## src/rtl/core/coap_option_header_parser_assert.svh

```systemverilog
// Assertion macros for the CoAP option header parser.
// Each check is sampled on the rising edge of clk_i.
// COHP_ASSERT is disabled while rst_ni is low; COHP_ASSERT_ALWAYS is not.
`ifndef COAP_OPTION_HEADER_PARSER_ASSERT_SVH
`define COAP_OPTION_HEADER_PARSER_ASSERT_SVH

`ifndef SYNTHESIS
`define COHP_ASSERT(lbl, prop, msg) \
  lbl: assert property (@(posedge clk_i) disable iff (!rst_ni) prop) else $error(msg);
`define COHP_ASSERT_ALWAYS(lbl, prop, msg) \
  lbl: assert property (@(posedge clk_i) prop) else $error(msg);
`else
`define COHP_ASSERT(lbl, prop, msg)
`define COHP_ASSERT_ALWAYS(lbl, prop, msg)
`endif

`endif

```

## src/rtl/core/cohp_pkg.sv

```systemverilog
package cohp_pkg;

  localparam int unsigned KNOWN_OPTIONS = 15;
  localparam int unsigned TABLE_ENTRIES_DEF = 15;
  localparam int unsigned QUEUE_DEPTH = 2;

  localparam logic [16:0] EXT1_BIAS = 17'd13;
  localparam logic [16:0] EXT2_BIAS = 17'd269;

  typedef enum logic [3:0] {
    ST_OPTION     = 4'd0,
    ST_PAYLOAD    = 4'd1,
    ST_END        = 4'd2,
    ST_TRUNCATED  = 4'd3,
    ST_RESERVED   = 4'd4,
    ST_BAD_MARKER = 4'd5,
    ST_REPEATED   = 4'd6,
    ST_UNKNOWN    = 4'd7,
    ST_OVERFLOW   = 4'd8
  } status_e;

  typedef enum logic [2:0] {
    PH_HEADER,
    PH_DEXT,
    PH_DLO,
    PH_LEXT,
    PH_LLO,
    PH_VALUE,
    PH_DRAIN
  } phase_e;

  // What the front end hands over for one byte.
  typedef enum logic [1:0] {
    EV_HDR,
    EV_STOP,
    EV_END,
    EV_NOP
  } ev_kind_e;

  typedef struct packed {
    ev_kind_e    kind;
    status_e     status;
    logic [16:0] delta;
    logic [16:0] len;
    logic        last;
  } event_t;

  typedef struct packed {
    logic found;
    logic rep;
  } lookup_t;

  localparam logic [15:0] OPT_NUM [KNOWN_OPTIONS] = '{
    16'd1, 16'd3, 16'd4, 16'd5, 16'd7, 16'd8, 16'd11, 16'd12,
    16'd14, 16'd15, 16'd17, 16'd20, 16'd35, 16'd39, 16'd60
  };
  localparam logic OPT_REP [KNOWN_OPTIONS] = '{
    1'b1, 1'b0, 1'b1, 1'b0, 1'b0, 1'b1, 1'b1, 1'b0,
    1'b0, 1'b1, 1'b0, 1'b1, 1'b0, 1'b0, 1'b0
  };

  // Match a number against the first 'entries' rows of the option table.
  function automatic lookup_t opt_lookup(input logic [15:0] num,
                                         input int unsigned entries);
    lookup_t r;
    r = '0;
    for (int unsigned i = 0; i < KNOWN_OPTIONS; i++) begin
      if (i < entries && OPT_NUM[i] == num) begin
        r.found = 1'b1;
        r.rep   = OPT_REP[i];
      end
    end
    return r;
  endfunction

endpackage

```

## src/rtl/core/cohp_front.sv

```systemverilog
module cohp_front import cohp_pkg::*; (
  input  logic       clk_i,
  input  logic       rst_ni,
  input  logic       valid_i,
  input  logic [7:0] byte_i,
  input  logic       last_i,
  input  logic       ready_i,
  output logic       push_o,
  output event_t     event_o
);

  phase_e      phase_q, phase_d;
  logic [16:0] delta_q, delta_d;
  logic [3:0]  len_nib_q, len_nib_d;
  logic [7:0]  hi_q, hi_d;
  logic [15:0] remain_q, remain_d;

  logic        accept;
  logic [3:0]  nib_hi, nib_lo;
  logic        push_req;
  ev_kind_e    ev_kind;
  status_e     ev_status;
  logic [16:0] dval;
  logic [16:0] hdr_len;
  logic [3:0]  ln;
  logic        need_after;
  phase_e      wait_phase;
  logic [15:0] remain_dec;

  assign accept = valid_i & ready_i;
  assign nib_hi = byte_i[7:4];
  assign nib_lo = byte_i[3:0];

  // Classify the byte against the current header phase.
  always_comb begin
    push_req   = 1'b0;
    ev_kind    = EV_NOP;
    ev_status  = ST_OPTION;
    dval       = delta_q;
    hdr_len    = '0;
    ln         = len_nib_q;
    need_after = 1'b0;
    wait_phase = phase_q;
    case (phase_q)
      PH_HEADER: begin
        dval = {13'd0, nib_hi};
        ln   = nib_lo;
        if (nib_hi == 4'd15) begin
          push_req  = 1'b1;
          ev_kind   = EV_STOP;
          ev_status = (nib_lo == 4'd15) ? ST_PAYLOAD : ST_BAD_MARKER;
        end else if (nib_hi == 4'd13 || nib_hi == 4'd14) begin
          if (last_i) begin
            push_req  = 1'b1;
            ev_kind   = EV_STOP;
            ev_status = ST_TRUNCATED;
          end else begin
            wait_phase = PH_DEXT;
          end
        end else begin
          need_after = 1'b1;
        end
      end
      PH_DEXT: begin
        if (delta_q == 17'd13) begin
          dval       = {9'd0, byte_i} + EXT1_BIAS;
          need_after = 1'b1;
        end else if (last_i) begin
          push_req  = 1'b1;
          ev_kind   = EV_STOP;
          ev_status = ST_TRUNCATED;
        end else begin
          wait_phase = PH_DLO;
        end
      end
      PH_DLO: begin
        dval       = {1'b0, hi_q, byte_i} + EXT2_BIAS;
        need_after = 1'b1;
      end
      PH_LEXT: begin
        if (len_nib_q == 4'd13) begin
          push_req = 1'b1;
          ev_kind  = EV_HDR;
          hdr_len  = {9'd0, byte_i} + EXT1_BIAS;
        end else if (last_i) begin
          push_req  = 1'b1;
          ev_kind   = EV_STOP;
          ev_status = ST_TRUNCATED;
        end else begin
          wait_phase = PH_LLO;
        end
      end
      PH_LLO: begin
        push_req = 1'b1;
        ev_kind  = EV_HDR;
        hdr_len  = {1'b0, hi_q, byte_i} + EXT2_BIAS;
      end
      PH_VALUE: begin
        if (last_i) begin
          push_req  = 1'b1;
          ev_kind   = EV_END;
          ev_status = ST_END;
        end
      end
      PH_DRAIN: begin
        if (last_i) begin
          push_req = 1'b1;
          ev_kind  = EV_NOP;
        end
      end
      default: begin
        push_req = 1'b0;
      end
    endcase

    // Delta is complete: look at the length nibble.
    if (need_after) begin
      if (ln == 4'd15) begin
        push_req  = 1'b1;
        ev_kind   = EV_STOP;
        ev_status = ST_RESERVED;
      end else if (ln == 4'd13 || ln == 4'd14) begin
        if (last_i) begin
          push_req  = 1'b1;
          ev_kind   = EV_STOP;
          ev_status = ST_TRUNCATED;
        end else begin
          wait_phase = PH_LEXT;
        end
      end else begin
        push_req = 1'b1;
        ev_kind  = EV_HDR;
        hdr_len  = {13'd0, ln};
      end
    end
  end

  assign remain_dec = (remain_q != 16'd0) ? remain_q - 16'd1 : remain_q;

  // Next phase and header fields.
  always_comb begin
    phase_d   = phase_q;
    delta_d   = delta_q;
    len_nib_d = len_nib_q;
    hi_d      = hi_q;
    remain_d  = remain_q;
    if (accept) begin
      delta_d = dval;
      if (phase_q == PH_HEADER) begin
        len_nib_d = nib_lo;
      end
      if (wait_phase == PH_DLO || wait_phase == PH_LLO) begin
        hi_d = byte_i;
      end
      if (last_i) begin
        phase_d = PH_HEADER;
      end else if (push_req) begin
        if (ev_kind == EV_STOP) begin
          phase_d = PH_DRAIN;
        end else if (hdr_len == 17'd0) begin
          phase_d = PH_HEADER;
        end else begin
          phase_d  = PH_VALUE;
          remain_d = hdr_len[15:0];
        end
      end else if (phase_q == PH_VALUE) begin
        remain_d = remain_dec;
        phase_d  = (remain_dec == 16'd0) ? PH_HEADER : PH_VALUE;
      end else begin
        phase_d = wait_phase;
      end
    end
  end

  // Transaction toward the queue.
  always_comb begin
    push_o         = accept & push_req;
    event_o.kind   = ev_kind;
    event_o.status = ev_status;
    event_o.delta  = dval;
    event_o.len    = hdr_len;
    event_o.last   = last_i;
  end

  always_ff @(posedge clk_i or negedge rst_ni) begin
    if (!rst_ni) begin
      phase_q <= PH_HEADER;
    end else begin
      phase_q <= phase_d;
    end
  end

  always_ff @(posedge clk_i) begin
    delta_q   <= delta_d;
    len_nib_q <= len_nib_d;
    hi_q      <= hi_d;
    remain_q  <= remain_d;
  end

endmodule

```

## src/rtl/core/cohp_queue.sv

```systemverilog
module cohp_queue import cohp_pkg::*; (
  input  logic   clk_i,
  input  logic   rst_ni,
  input  logic   push_i,
  input  event_t data_i,
  output logic   full_o,
  input  logic   pop_i,
  output event_t data_o,
  output logic   empty_o
);

  localparam int unsigned PTR_W = (QUEUE_DEPTH > 1) ? $clog2(QUEUE_DEPTH) : 1;
  localparam int unsigned CNT_W = $clog2(QUEUE_DEPTH + 1);
  localparam logic [PTR_W-1:0] PTR_LAST = PTR_W'(QUEUE_DEPTH - 1);
  localparam logic [CNT_W-1:0] CNT_FULL = CNT_W'(QUEUE_DEPTH);

  event_t           slot_q [QUEUE_DEPTH];
  logic [PTR_W-1:0] wr_q, wr_d, rd_q, rd_d;
  logic [CNT_W-1:0] cnt_q, cnt_d;
  logic             do_push, do_pop;

  assign full_o  = (cnt_q == CNT_FULL);
  assign empty_o = (cnt_q == '0);
  assign do_push = push_i & ~full_o;
  assign do_pop  = pop_i & ~empty_o;
  assign data_o  = slot_q[rd_q];

  always_comb begin
    wr_d  = wr_q;
    rd_d  = rd_q;
    cnt_d = cnt_q;
    if (do_push) begin
      wr_d = (wr_q == PTR_LAST) ? '0 : wr_q + PTR_W'(1);
    end
    if (do_pop) begin
      rd_d = (rd_q == PTR_LAST) ? '0 : rd_q + PTR_W'(1);
    end
    if (do_push && !do_pop) begin
      cnt_d = cnt_q + CNT_W'(1);
    end else if (do_pop && !do_push) begin
      cnt_d = cnt_q - CNT_W'(1);
    end
  end

  always_ff @(posedge clk_i or negedge rst_ni) begin
    if (!rst_ni) begin
      wr_q  <= '0;
      rd_q  <= '0;
      cnt_q <= '0;
    end else begin
      wr_q  <= wr_d;
      rd_q  <= rd_d;
      cnt_q <= cnt_d;
    end
  end

  always_ff @(posedge clk_i) begin
    if (do_push) begin
      slot_q[wr_q] <= data_i;
    end
  end

endmodule

```

## src/rtl/core/cohp_back.sv

```systemverilog
module cohp_back import cohp_pkg::*; #(
  parameter int unsigned TABLE_ENTRIES = TABLE_ENTRIES_DEF
) (
  input  logic        clk_i,
  input  logic        rst_ni,
  input  logic        empty_i,
  input  event_t      event_i,
  output logic        pop_o,
  output logic        valid_o,
  input  logic        ready_i,
  output status_e     status_o,
  output logic [15:0] number_o,
  output logic [15:0] length_o,
  output logic        rep_o,
  output logic        done_o
);

  logic [15:0] run_q, run_d;
  logic        prev_valid_q, prev_valid_d;
  logic        prev_rep_q, prev_rep_d;
  logic        drain_q, drain_d;
  logic        out_valid_q, out_valid_d;

  status_e     out_status_q, out_status_d;
  logic [15:0] out_num_q, out_num_d;
  logic [15:0] out_len_q, out_len_d;
  logic        out_rep_q, out_rep_d;
  logic        out_done_q, out_done_d;

  logic [17:0] sum;
  lookup_t     hit;
  logic        emit;
  status_e     res_status;
  logic        res_ok;

  assign pop_o = ~empty_i & (~out_valid_q | ready_i);
  assign sum   = {2'b00, run_q} + {1'b0, event_i.delta};
  assign hit   = opt_lookup(sum[15:0], TABLE_ENTRIES);

  // Checks on a finished header: repeated, then overflow, then unknown.
  always_comb begin
    res_ok     = 1'b0;
    res_status = event_i.status;
    case (event_i.kind)
      EV_HDR: begin
        if (event_i.delta == 17'd0 && prev_valid_q && !prev_rep_q) begin
          res_status = ST_REPEATED;
        end else if (sum[17:16] != 2'b00 || event_i.len[16]) begin
          res_status = ST_OVERFLOW;
        end else if (!hit.found) begin
          res_status = ST_UNKNOWN;
        end else begin
          res_status = ST_OPTION;
          res_ok     = 1'b1;
        end
      end
      EV_END:  res_status = ST_END;
      default: res_status = event_i.status;
    endcase
  end

  always_comb begin
    run_d        = run_q;
    prev_valid_d = prev_valid_q;
    prev_rep_d   = prev_rep_q;
    drain_d      = drain_q;
    emit         = 1'b0;
    out_status_d = out_status_q;
    out_num_d    = out_num_q;
    out_len_d    = out_len_q;
    out_rep_d    = out_rep_q;
    out_done_d   = out_done_q;
    if (pop_o) begin
      if (!drain_q && event_i.kind != EV_NOP) begin
        emit         = 1'b1;
        out_status_d = res_status;
        out_num_d    = res_ok ? sum[15:0] : 16'd0;
        out_len_d    = res_ok ? event_i.len[15:0] : 16'd0;
        out_rep_d    = res_ok & hit.rep;
        out_done_d   = res_ok ? event_i.last : 1'b1;
        if (res_ok) begin
          run_d        = sum[15:0];
          prev_valid_d = 1'b1;
          prev_rep_d   = hit.rep;
        end else begin
          drain_d = 1'b1;
        end
      end
      // The buffer's final byte wipes all parse state.
      if (event_i.last) begin
        run_d        = '0;
        prev_valid_d = 1'b0;
        prev_rep_d   = 1'b0;
        drain_d      = 1'b0;
      end
    end
  end

  always_comb begin
    out_valid_d = out_valid_q;
    if (emit) begin
      out_valid_d = 1'b1;
    end else if (ready_i) begin
      out_valid_d = 1'b0;
    end
  end

  always_ff @(posedge clk_i or negedge rst_ni) begin
    if (!rst_ni) begin
      run_q        <= '0;
      prev_valid_q <= 1'b0;
      prev_rep_q   <= 1'b0;
      drain_q      <= 1'b0;
      out_valid_q  <= 1'b0;
    end else begin
      run_q        <= run_d;
      prev_valid_q <= prev_valid_d;
      prev_rep_q   <= prev_rep_d;
      drain_q      <= drain_d;
      out_valid_q  <= out_valid_d;
    end
  end

  always_ff @(posedge clk_i) begin
    out_status_q <= out_status_d;
    out_num_q    <= out_num_d;
    out_len_q    <= out_len_d;
    out_rep_q    <= out_rep_d;
    out_done_q   <= out_done_d;
  end

  assign valid_o  = out_valid_q;
  assign status_o = out_status_q;
  assign number_o = out_num_q;
  assign length_o = out_len_q;
  assign rep_o    = out_rep_q;
  assign done_o   = out_done_q;

endmodule

```

## src/rtl/core/coap_option_header_parser.sv

```systemverilog
// Channel   Dir  tdata                              tuser        tlast
// s_axis    in   [7:0] data_byte                    -            last_byte
// m_axis    out  [15:0] option_number,              [3:0] status message_done
//                [31:16] option_length, [32] repeatable
//
// One byte is taken every cycle while the event queue has room; the front
// parser decodes a byte in the cycle it is accepted.
// A result is registered at the clock edge on which the queue hands its event
// to the back end; a byte reaches it through the queue slot and that register.
// The back end (running number, option table match) works one event a cycle
// unless m_axis stalls, which fills the two-entry queue and drops s_axis_tready.
// Reset (rst_ni low, asynchronous) returns the parser to awaiting a header.
`include "coap_option_header_parser_assert.svh"

module coap_option_header_parser import cohp_pkg::*; #(
  parameter int unsigned TABLE_ENTRIES = TABLE_ENTRIES_DEF
) (
  input  logic        clk_i,
  input  logic        rst_ni,
  input  logic        s_axis_tvalid,
  output logic        s_axis_tready,
  input  logic [7:0]  s_axis_tdata,   // [7:0] data_byte
  input  logic        s_axis_tlast,
  output logic        m_axis_tvalid,
  input  logic        m_axis_tready,
  output logic [39:0] m_axis_tdata,   // [15:0] number, [31:16] length, [32] repeatable
  output logic [3:0]  m_axis_tuser,   // [3:0] status
  output logic        m_axis_tlast
);

  logic        q_push, q_full, q_pop, q_empty;
  event_t      q_in, q_out;
  status_e     res_status;
  logic [15:0] res_num, res_len;
  logic        res_rep;

  // Hold off the source only while the queue is full.
  assign s_axis_tready = ~q_full;

  cohp_front u_front (
    .clk_i   (clk_i),
    .rst_ni  (rst_ni),
    .valid_i (s_axis_tvalid),
    .byte_i  (s_axis_tdata),
    .last_i  (s_axis_tlast),
    .ready_i (s_axis_tready),
    .push_o  (q_push),
    .event_o (q_in)
  );

  cohp_queue u_queue (
    .clk_i   (clk_i),
    .rst_ni  (rst_ni),
    .push_i  (q_push),
    .data_i  (q_in),
    .full_o  (q_full),
    .pop_i   (q_pop),
    .data_o  (q_out),
    .empty_o (q_empty)
  );

  cohp_back #(
    .TABLE_ENTRIES (TABLE_ENTRIES)
  ) u_back (
    .clk_i    (clk_i),
    .rst_ni   (rst_ni),
    .empty_i  (q_empty),
    .event_i  (q_out),
    .pop_o    (q_pop),
    .valid_o  (m_axis_tvalid),
    .ready_i  (m_axis_tready),
    .status_o (res_status),
    .number_o (res_num),
    .length_o (res_len),
    .rep_o    (res_rep),
    .done_o   (m_axis_tlast)
  );

  // Pack the result transaction; pad tdata to whole bytes.
  assign m_axis_tdata = {7'd0, res_rep, res_len, res_num};
  assign m_axis_tuser = res_status;

  `COHP_ASSERT(a_push_has_room, q_push |-> !q_full, "event pushed into a full queue")
  `COHP_ASSERT(a_pop_not_empty, q_pop |-> !q_empty, "event popped from an empty queue")
  `COHP_ASSERT(a_stop_fields_zero, m_axis_tvalid && m_axis_tuser != ST_OPTION |-> m_axis_tdata == 40'd0, "non-option result carries option fields")
  `COHP_ASSERT(a_stop_marks_done, m_axis_tvalid && m_axis_tuser != ST_OPTION |-> m_axis_tlast, "terminal result without message_done")

endmodule
```

## config.mk

```make
export PLATFORM = sky130hd
export DESIGN_NAME = coap_option_header_parser
export DESIGN_NICKNAME = d
export VERILOG_FILES = /design/src/rtl/core/cohp_pkg.sv /design/src/rtl/core/cohp_front.sv /design/src/rtl/core/cohp_queue.sv /design/src/rtl/core/cohp_back.sv /design/src/rtl/core/coap_option_header_parser.sv
export VERILOG_INCLUDE_DIRS = /design/src /design/src/rtl/core
export SDC_FILE = /design/constraint.sdc
export NUM_CORES = 1
export LEC_CHECK = 0
export BUFFER_PORTS_ARGS = -buffer_cell sky130_fd_sc_hd__buf_2
export CAP_MARGIN = 30
export CORE_MARGIN = 3
export CORE_UTILIZATION = 40
export DETAILED_ROUTE_END_ITERATION = 16
export GPL_TIMING_DRIVEN = 0
export SYNTH_ARGS = -nofsm -noshare
export SYNTH_HDL_FRONTEND = slang
export SYNTH_HIERARCHICAL = 1
export SYNTH_SLANG_ARGS = --single-unit
```

## constraint.sdc

```tcl
create_clock -name clk_i -period 7.2 [get_ports clk_i]
set_input_delay 1.08 -clock clk_i [delete_from_list [all_inputs] [get_ports clk_i]]
set_output_delay 1.08 -clock clk_i [all_outputs]
set_load 0.005 [all_outputs]
```

# ---- Word level (Yosys, flattened, before mapping)
# Memory sizes are Yosys's and may differ from the RTL's.
# Index checks and enable logic that the tools add are counted.
dict set report totals {
  register_bits 110
  ramBits 82
  output_inout_bits 47
  n_memories 1
}
dict set report op_classes {
  addsub 8
  eq_ne 39
  mux 113
  n_bitwise 11
  n_reduce_logical 32
}
# memory words width rd rd_ports_with_merged_regs write_ports line_no
set mem_list {}
lappend mem_list {u_queue.slot_q 2 41 1 0 1 cohp_queue.sv:17} ;# event_t slot_q [QUEUE_DEPTH];
# operator n
set op_table {}
lappend op_table {{2-to-1 mux 16 bit} 8}
lappend op_table {{2-to-1 mux 17 bit} 5}
lappend op_table {{== test 4 x 16 -> 1 bit (first input constant)} 5}
lappend op_table {{2-to-1 mux 3 bit} 19}
lappend op_table {{2-to-1 mux 2 bit} 28}
lappend op_table {{one-hot mux 17 bit (3 select lines)} 1}
lappend op_table {{== test 3 x 16 -> 1 bit (first input constant)} 3}
lappend op_table {{== test 6 x 16 -> 1 bit (first input constant)} 3}
lappend op_table {{2-to-1 mux 4 bit} 11}
lappend op_table {{logical NOT 17 bit} 2}
lappend op_table {{2-to-1 mux 1 bit} 34}
lappend op_table {{one-hot mux 17 bit (2 select lines)} 1}
lappend op_table {{== test 4 bit (second input constant)} 8}
lappend op_table {{== test 5 x 16 -> 1 bit (first input constant)} 2}
lappend op_table {{adder 16 x 17 -> 18 bit} 1}
lappend op_table {{adder 16 x 9 -> 17 bit (second input constant)} 1}
lappend op_table {{== test 17 x 4 -> 1 bit (second input constant)} 1}
lappend op_table {{== test 1 x 16 -> 1 bit (first input constant)} 1}
lappend op_table {{== test 2 x 16 -> 1 bit (first input constant)} 1}
lappend op_table {{logical NOT 16 bit} 1}
lappend op_table {{one-hot mux 4 bit (4 select lines)} 1}
lappend op_table {{nonzero test 16 bit} 1}
lappend op_table {{subtractor 16 x 1 -> 16 bit (second input constant)} 1}
lappend op_table {{== test 3 bit (second input constant)} 4}
lappend op_table {{28 further kinds} 60}

# ---- Longest topological paths before layout
# An unclocked memory read counts as a cell.
dict set report logic_depth {
  ltp_word 25
  ltp_mapped 15
}

# ---- Modules after synthesis
# The synthesis kept the hierarchy.
# module instances cells_each area_each_um2 seq_area_each_um2
set modules_own_cells {}
lappend modules_own_cells {cohp_front 1 428 3753.6 1426.4}
lappend modules_own_cells {cohp_back 1 345 3517.1 1641.6}
lappend modules_own_cells {cohp_queue 1 147 3358.2 2562.5}
lappend modules_own_cells {coap_option_header_parser 1 10 67.6 0.0}

# ---- Worst setup path after synthesis
# No wires, ideal clock.
dict set report synth_path {
  path_type {input to register}
  start {input port s_axis_tdata[6]}
  end {register u_front.remain_q[0] (enable)}
  setup_ns 0.478
  arrival_time_ns 5.315
  required_ns 6.722
  slack_ns 1.407
  path_stages 8
  path_buffers 1
  cell_sequence {clkbuf_1 > nand2_1 > o31ai_1 > o21ai_1 > o22ai_1 > o2111a_1 > nor4_1 > a2111oi_0}
}
dict set report synth_between {
  elab_chain_cells 12
  word_cells_on_any_way 34
}
# element line_no
set synth_rtl {}
lappend synth_rtl {{start, declared} coap_option_header_parser.sv:22} ;# input logic [7:0] s_axis_tdata,
lappend synth_rtl {{parallel branches: the longest is 11 deep, another holds adder 16 x 9 -> 17 bit} -}
lappend synth_rtl {{AND reduction 5 bit (no line) (*)} -}
lappend synth_rtl {{end signal, assigned} cohp_front.sv:197} ;# remain_q <= remain_d;
lappend synth_rtl {{end, declared} cohp_front.sv:16} ;# logic [15:0] remain_q, remain_d;
# Mark *: on every way between the ends.
# A chain may end at the register's enable or synchronous reset.

==> results.py <==
metrics = {
    "clocking": {
        "cts_setup_buffers": 0,
        "cts_buffer_depth": 2,
        "cts_hold_buffers": 0,
        "clock_tree.root_cell": "clkbuf_16",
        "cts.htree.levels": 4,
        "clk_latency_ns": 0.44,
        "cts_tree": "done",
        "cts_made_buffers": 17,
        "cts.sinks": 192,
        "clk_pin_slew_ns": 0.09,
        "cts_resized": 0,
    },
    "pwr": {
        "p_sw_share_pct": 38.9,
        "p_leak_nw": 4.63,
        "ir_worst_vdd_mv": 0.158,
        "pwr-share-clk_pct": 20.1,
        "power_density_nw_per_um2": 408,
        "intPower_w": 0.00305,
        "pwr-share-comb_pct": 43.2,
        "pwr-share-seq_pct": 36.7,
        "switching_power_w": 0.00194,
    },
    "setup_path": {
        "end_kind": "flop",
        "crit_fanout": 10,
        "reg2reg_depth": 14,
        "worstPathRequired_ns": 7.51,
        "worstSetupPathType": "flop to flop",
        "crit_arrival_ns": 4.99,
        "cp-start-kind": "flop",
    },
    "sta": {
        "period_needed_ns": 4.69,
        "slew_headroom_pct": 34.7,
        "fin_setup_tns_ns": 0,
        "grt_setup_unrepaired": "no",
        "worst_pin_slew_ns": 0.975,
        "setup_violations": 0,
        "max_freq_mhz": 213,
        "fin_worst_hold_slack_ns": 0.520,
        "drv_slew": 0,
        "period_share_pct": 65.1,
        "skew_ns": 0.0126,
        "finalHoldViolations": 0,
    },
    "global_routing": {
        "antenna_found_initial": 0,
        "grt-ovfl-total": 0,
        "grt_max_degree": 35,
        "first_global_vias": 7343,
        "grt_usage_pct": 17.9,
        "grt_pass1_wl_mm": 40.2,
    },
    "die": {
        "die_w_um": 170,
        "die-area_sq_um": 28700,
        "rows": 59,
        "die_h_um": 170,
        "coreArea_sq_um": 26200,
        "initial_utilization_pct": 40.8,
        "io_pins": 60,
    },
    "routing": {
        "firstDrtPassIters": 5,
        "drt_iter0_drc": 776,
        "routed_wl_mm": 25.7,
        "vias": 7773,
        "drcViolationCount": 0,
        "vias_per_cell": 5.67,
        "wire_per_inst_um": 18.8,
        "postRouteAntennaNets": 0,
    },
    "finish": {
        "fill_cells": 2400,
        "final_nets": 1056,
        "syn2layout_area_growth_pct": 14.2,
        "layout-drive-gt1-share_pct": 17.5,
        "diodes": 0,
    },
    "synth": {
        "syn_inst": 930,
        "syn_area_per_cell_sq_um": 11.5,
        "synth_edf_count": 165,
        "ys.flop_type": "edfxtp_1",
        "synth_cell_type_count": 88,
        "async_flop_share_pct": 14.1,
        "syn-cell-area_sq_um": 10700,
        "ys_seq_area_share_pct": 52.6,
        "ys.warnings.count": 6,
        "synth-seq-cells": 192,
    },
    "status": {
        "outcome": "finished clean",
    },
    "place": {
        "dp_hpwl_mm": 19.1,
        "placement.io_buffers": 52,
        "place.gp.congestion": 0.922,
    },
    "min_path": {
        "holdCritPathClass": "flop to flop",
        "hold_depth": 1,
    },
    "run": {
        "maxCapViolCount": 0,
    },
}
-- cells by family (layout without fill, tap and decap cells) --
logic type,count (synthesis),in the layout,share of synthesized area [%]
other cells,3,18,0.105
buf+inv,94,185,4.64
mux,57,57,7.24
simple gates,299,299,15.1
flops,192,192,52.6
xor+xnor,35,35,2.87
compound gates,229,229,14.9
fa+ha+maj,21,21,2.50
-- critical path, stage by stage, from the launching register on --
cell,delay [ns]
dfrtp_1,0.35
buf_6,0.16
mux2_2,0.39
ha_1,0.30
fa_1,0.38
buf_2,0.18
a211oi_4,0.26
o21ai_1,0.15
nor4_1,0.32
o21ai_1,0.11
or4_1,0.52
a211oi_1,0.43
and4_1,0.41
clkbuf_1,0.38
and2_1,0.20
-- power by group through the flow --
stage | clock network [W] | registers (W) | logic [W]
4_1_cts | 0.00103 | 0.00183 | 0.00215
6_report | 0.00100 | 0.00183 | 0.00215
5_1_grt | 0.00108 | 0.00186 | 0.00235
3_3_place_gp | 0 | 0.00187 | 0.00203
2_1_floorplan | 0 | 0.00185 | 0.00145
3_5_place_dp | 0 | 0.00185 | 0.00214
-- sequential cells by signal, indices dropped and copies added, names as in the netlist, 3 cells and up --
| register | cells |
|---|---|
| u_front/len_nib_q | 4 |
| u_front/remain_q | 16 |
| u_back/number_o | 16 |
| u_back/status_o | 4 |
| u_back/length_o | 16 |
| u_front/hi_q | 8 |
| u_back/run_q | 16 |
| u_front/delta_q | 17 |
| u_front/phase_q | 3 |
| u_queue/slot_q | 82 |
-- cell type report --
type	count	area [sq um]	share of cell area [%]
multi-input combinational	659	4660	38.1
timing repair buffer	59	365	2.99
clock inverter	15	223	1.82
inverter	31	116	0.952
sequential	192	5630	46.1
clock buffer	17	425	3.48
tap	335	419	3.43
buffer	63	380	3.11
-- synth_stat cells (5+ instances only) --
| cell | count | area share (%) |
|---|---|---|
| a2111oi_0 | 5 | 0.41 |
| a211oi_1 | 8 | 0.56 |
| a21o_1 | 7 | 0.49 |
| a21oi_1 | 40 | 1.9 |
| a221o_1 | 8 | 0.75 |
| a31oi_1 | 9 | 0.53 |
| and2_1 | 25 | 1.5 |
| and3_1 | 20 | 1.2 |
| buf_2 | 6 | 0.28 |
| buf_4 | 11 | 0.77 |
| clkbuf_1 | 37 | 1.3 |
| dfrtp_1 | 27 | 6.3 |
| edfxtp_1 | 165 | 46 |
| ha_1 | 19 | 2.2 |
| inv_1 | 30 | 1.1 |
| mux2_2 | 5 | 0.53 |
| mux2_4 | 39 | 5.5 |
| mux2i_1 | 11 | 1.0 |
| nand2_1 | 57 | 2.0 |
| nand2b_1 | 12 | 0.70 |
| nand3_1 | 15 | 0.70 |
| nand4_1 | 10 | 0.58 |
| nor2_1 | 57 | 2.0 |
| nor2b_1 | 16 | 0.94 |
| nor3_1 | 18 | 0.84 |
| nor4_1 | 19 | 1.1 |
| o2111ai_1 | 5 | 0.41 |
| o211ai_1 | 10 | 0.70 |
| o21a_1 | 6 | 0.42 |
| o21ai_0 | 47 | 2.2 |
| o21ai_1 | 13 | 0.61 |
| o22ai_1 | 13 | 0.76 |
| o31ai_1 | 6 | 0.42 |
| o41ai_1 | 5 | 0.41 |
| or3_1 | 11 | 0.64 |
| or4_1 | 9 | 0.63 |
| xnor2_1 | 20 | 1.6 |
| xor2_1 | 15 | 1.2 |
-- metrics by stage --
step	instances	util (%)	setup WS (ns)	cell area, sq um	power [W]
2_1_floorplan	945	-	1.41	10800	0.00329
3_3_place_gp	1332	43.6	-0.816	11400	0.00391
3_5_place_dp	1339	44.2	2.32	11600	0.00399
4_1_cts	1371	46.6	2.47	12200	0.00501
5_1_grt	1371	46.6	2.23	12200	0.00528
6_report	1371	46.6	2.51	12200	0.00499
-- layer usage --
| metal | up-vias | global-route usage, % | part of all wire (%) |
|---|---|---|---|
| met1 | 3793 | 25.3 | 46 |
| met3 | 23 | 3.14 | 4.9 |
| met2 | 227 | 29.2 | 48 |
| met5 | - | 0 | 0 |
| li1 | 3730 | - | - |
| met4 | 0 | 3.88 | 1.3 |
-- final timing paths --
kind	startpoint	end	slack (ns)
min in group asynchronous	rst_ni	u_back/run_q[8]$_DFFE_PN0P_	0.69
max	u_queue/rd_q$_DFFE_PN0P_	u_back/length_o[11]$_SDFFCE_PN0P_	2.51
max in group asynchronous	rst_ni	u_front/phase_q[1]$_DFFE_PN0P_	6.03
min	u_back/run_q[7]$_DFFE_PN0P_	u_back/run_q[7]$_DFFE_PN0P_	0.52
max reg2reg	u_queue/rd_q$_DFFE_PN0P_	u_back/length_o[11]$_SDFFCE_PN0P_	2.51
min reg2reg	u_back/run_q[7]$_DFFE_PN0P_	u_back/run_q[7]$_DFFE_PN0P_	0.52
-- cell usage in the layout (no fill, tap or decap), types with 7 or more instances in the layout --
cell type / netlist / final
nor2b_1: 16 / 16
nor2_1: 57 / 56
inv_1: 30 / 30
o211ai_1: 10 / 10
xor2_1: 15 / 15
ha_1: 19 / 19
nor3_1: 18 / 18
or3_1: 11 / 11
nand2_1: 57 / 57
buf_2: 6 / 58
edfxtp_1: 165 / 165
mux2i_1: 11 / 11
nand4_1: 10 / 10
clkbuf_1: 37 / 37
a31oi_1: 9 / 9
nor4_1: 19 / 19
nand3_1: 15 / 15
o22ai_1: 13 / 13
and3_1: 20 / 19
nand2b_1: 12 / 12
o21ai_0: 47 / 47
a21oi_1: 40 / 40
conb_1: 3 / 18
dfrtp_1: 27 / 27
xnor2_1: 20 / 20
o21ai_1: 13 / 13
a211oi_1: 8 / 7
a21o_1: 7 / 7
clkbuf_16: 0 / 17
a221o_1: 8 / 8
buf_4: 11 / 14
and2_1: 25 / 25
or4_1: 9 / 9
mux2_4: 39 / 39
Note: power is estimated with default switching activity, not from simulation.
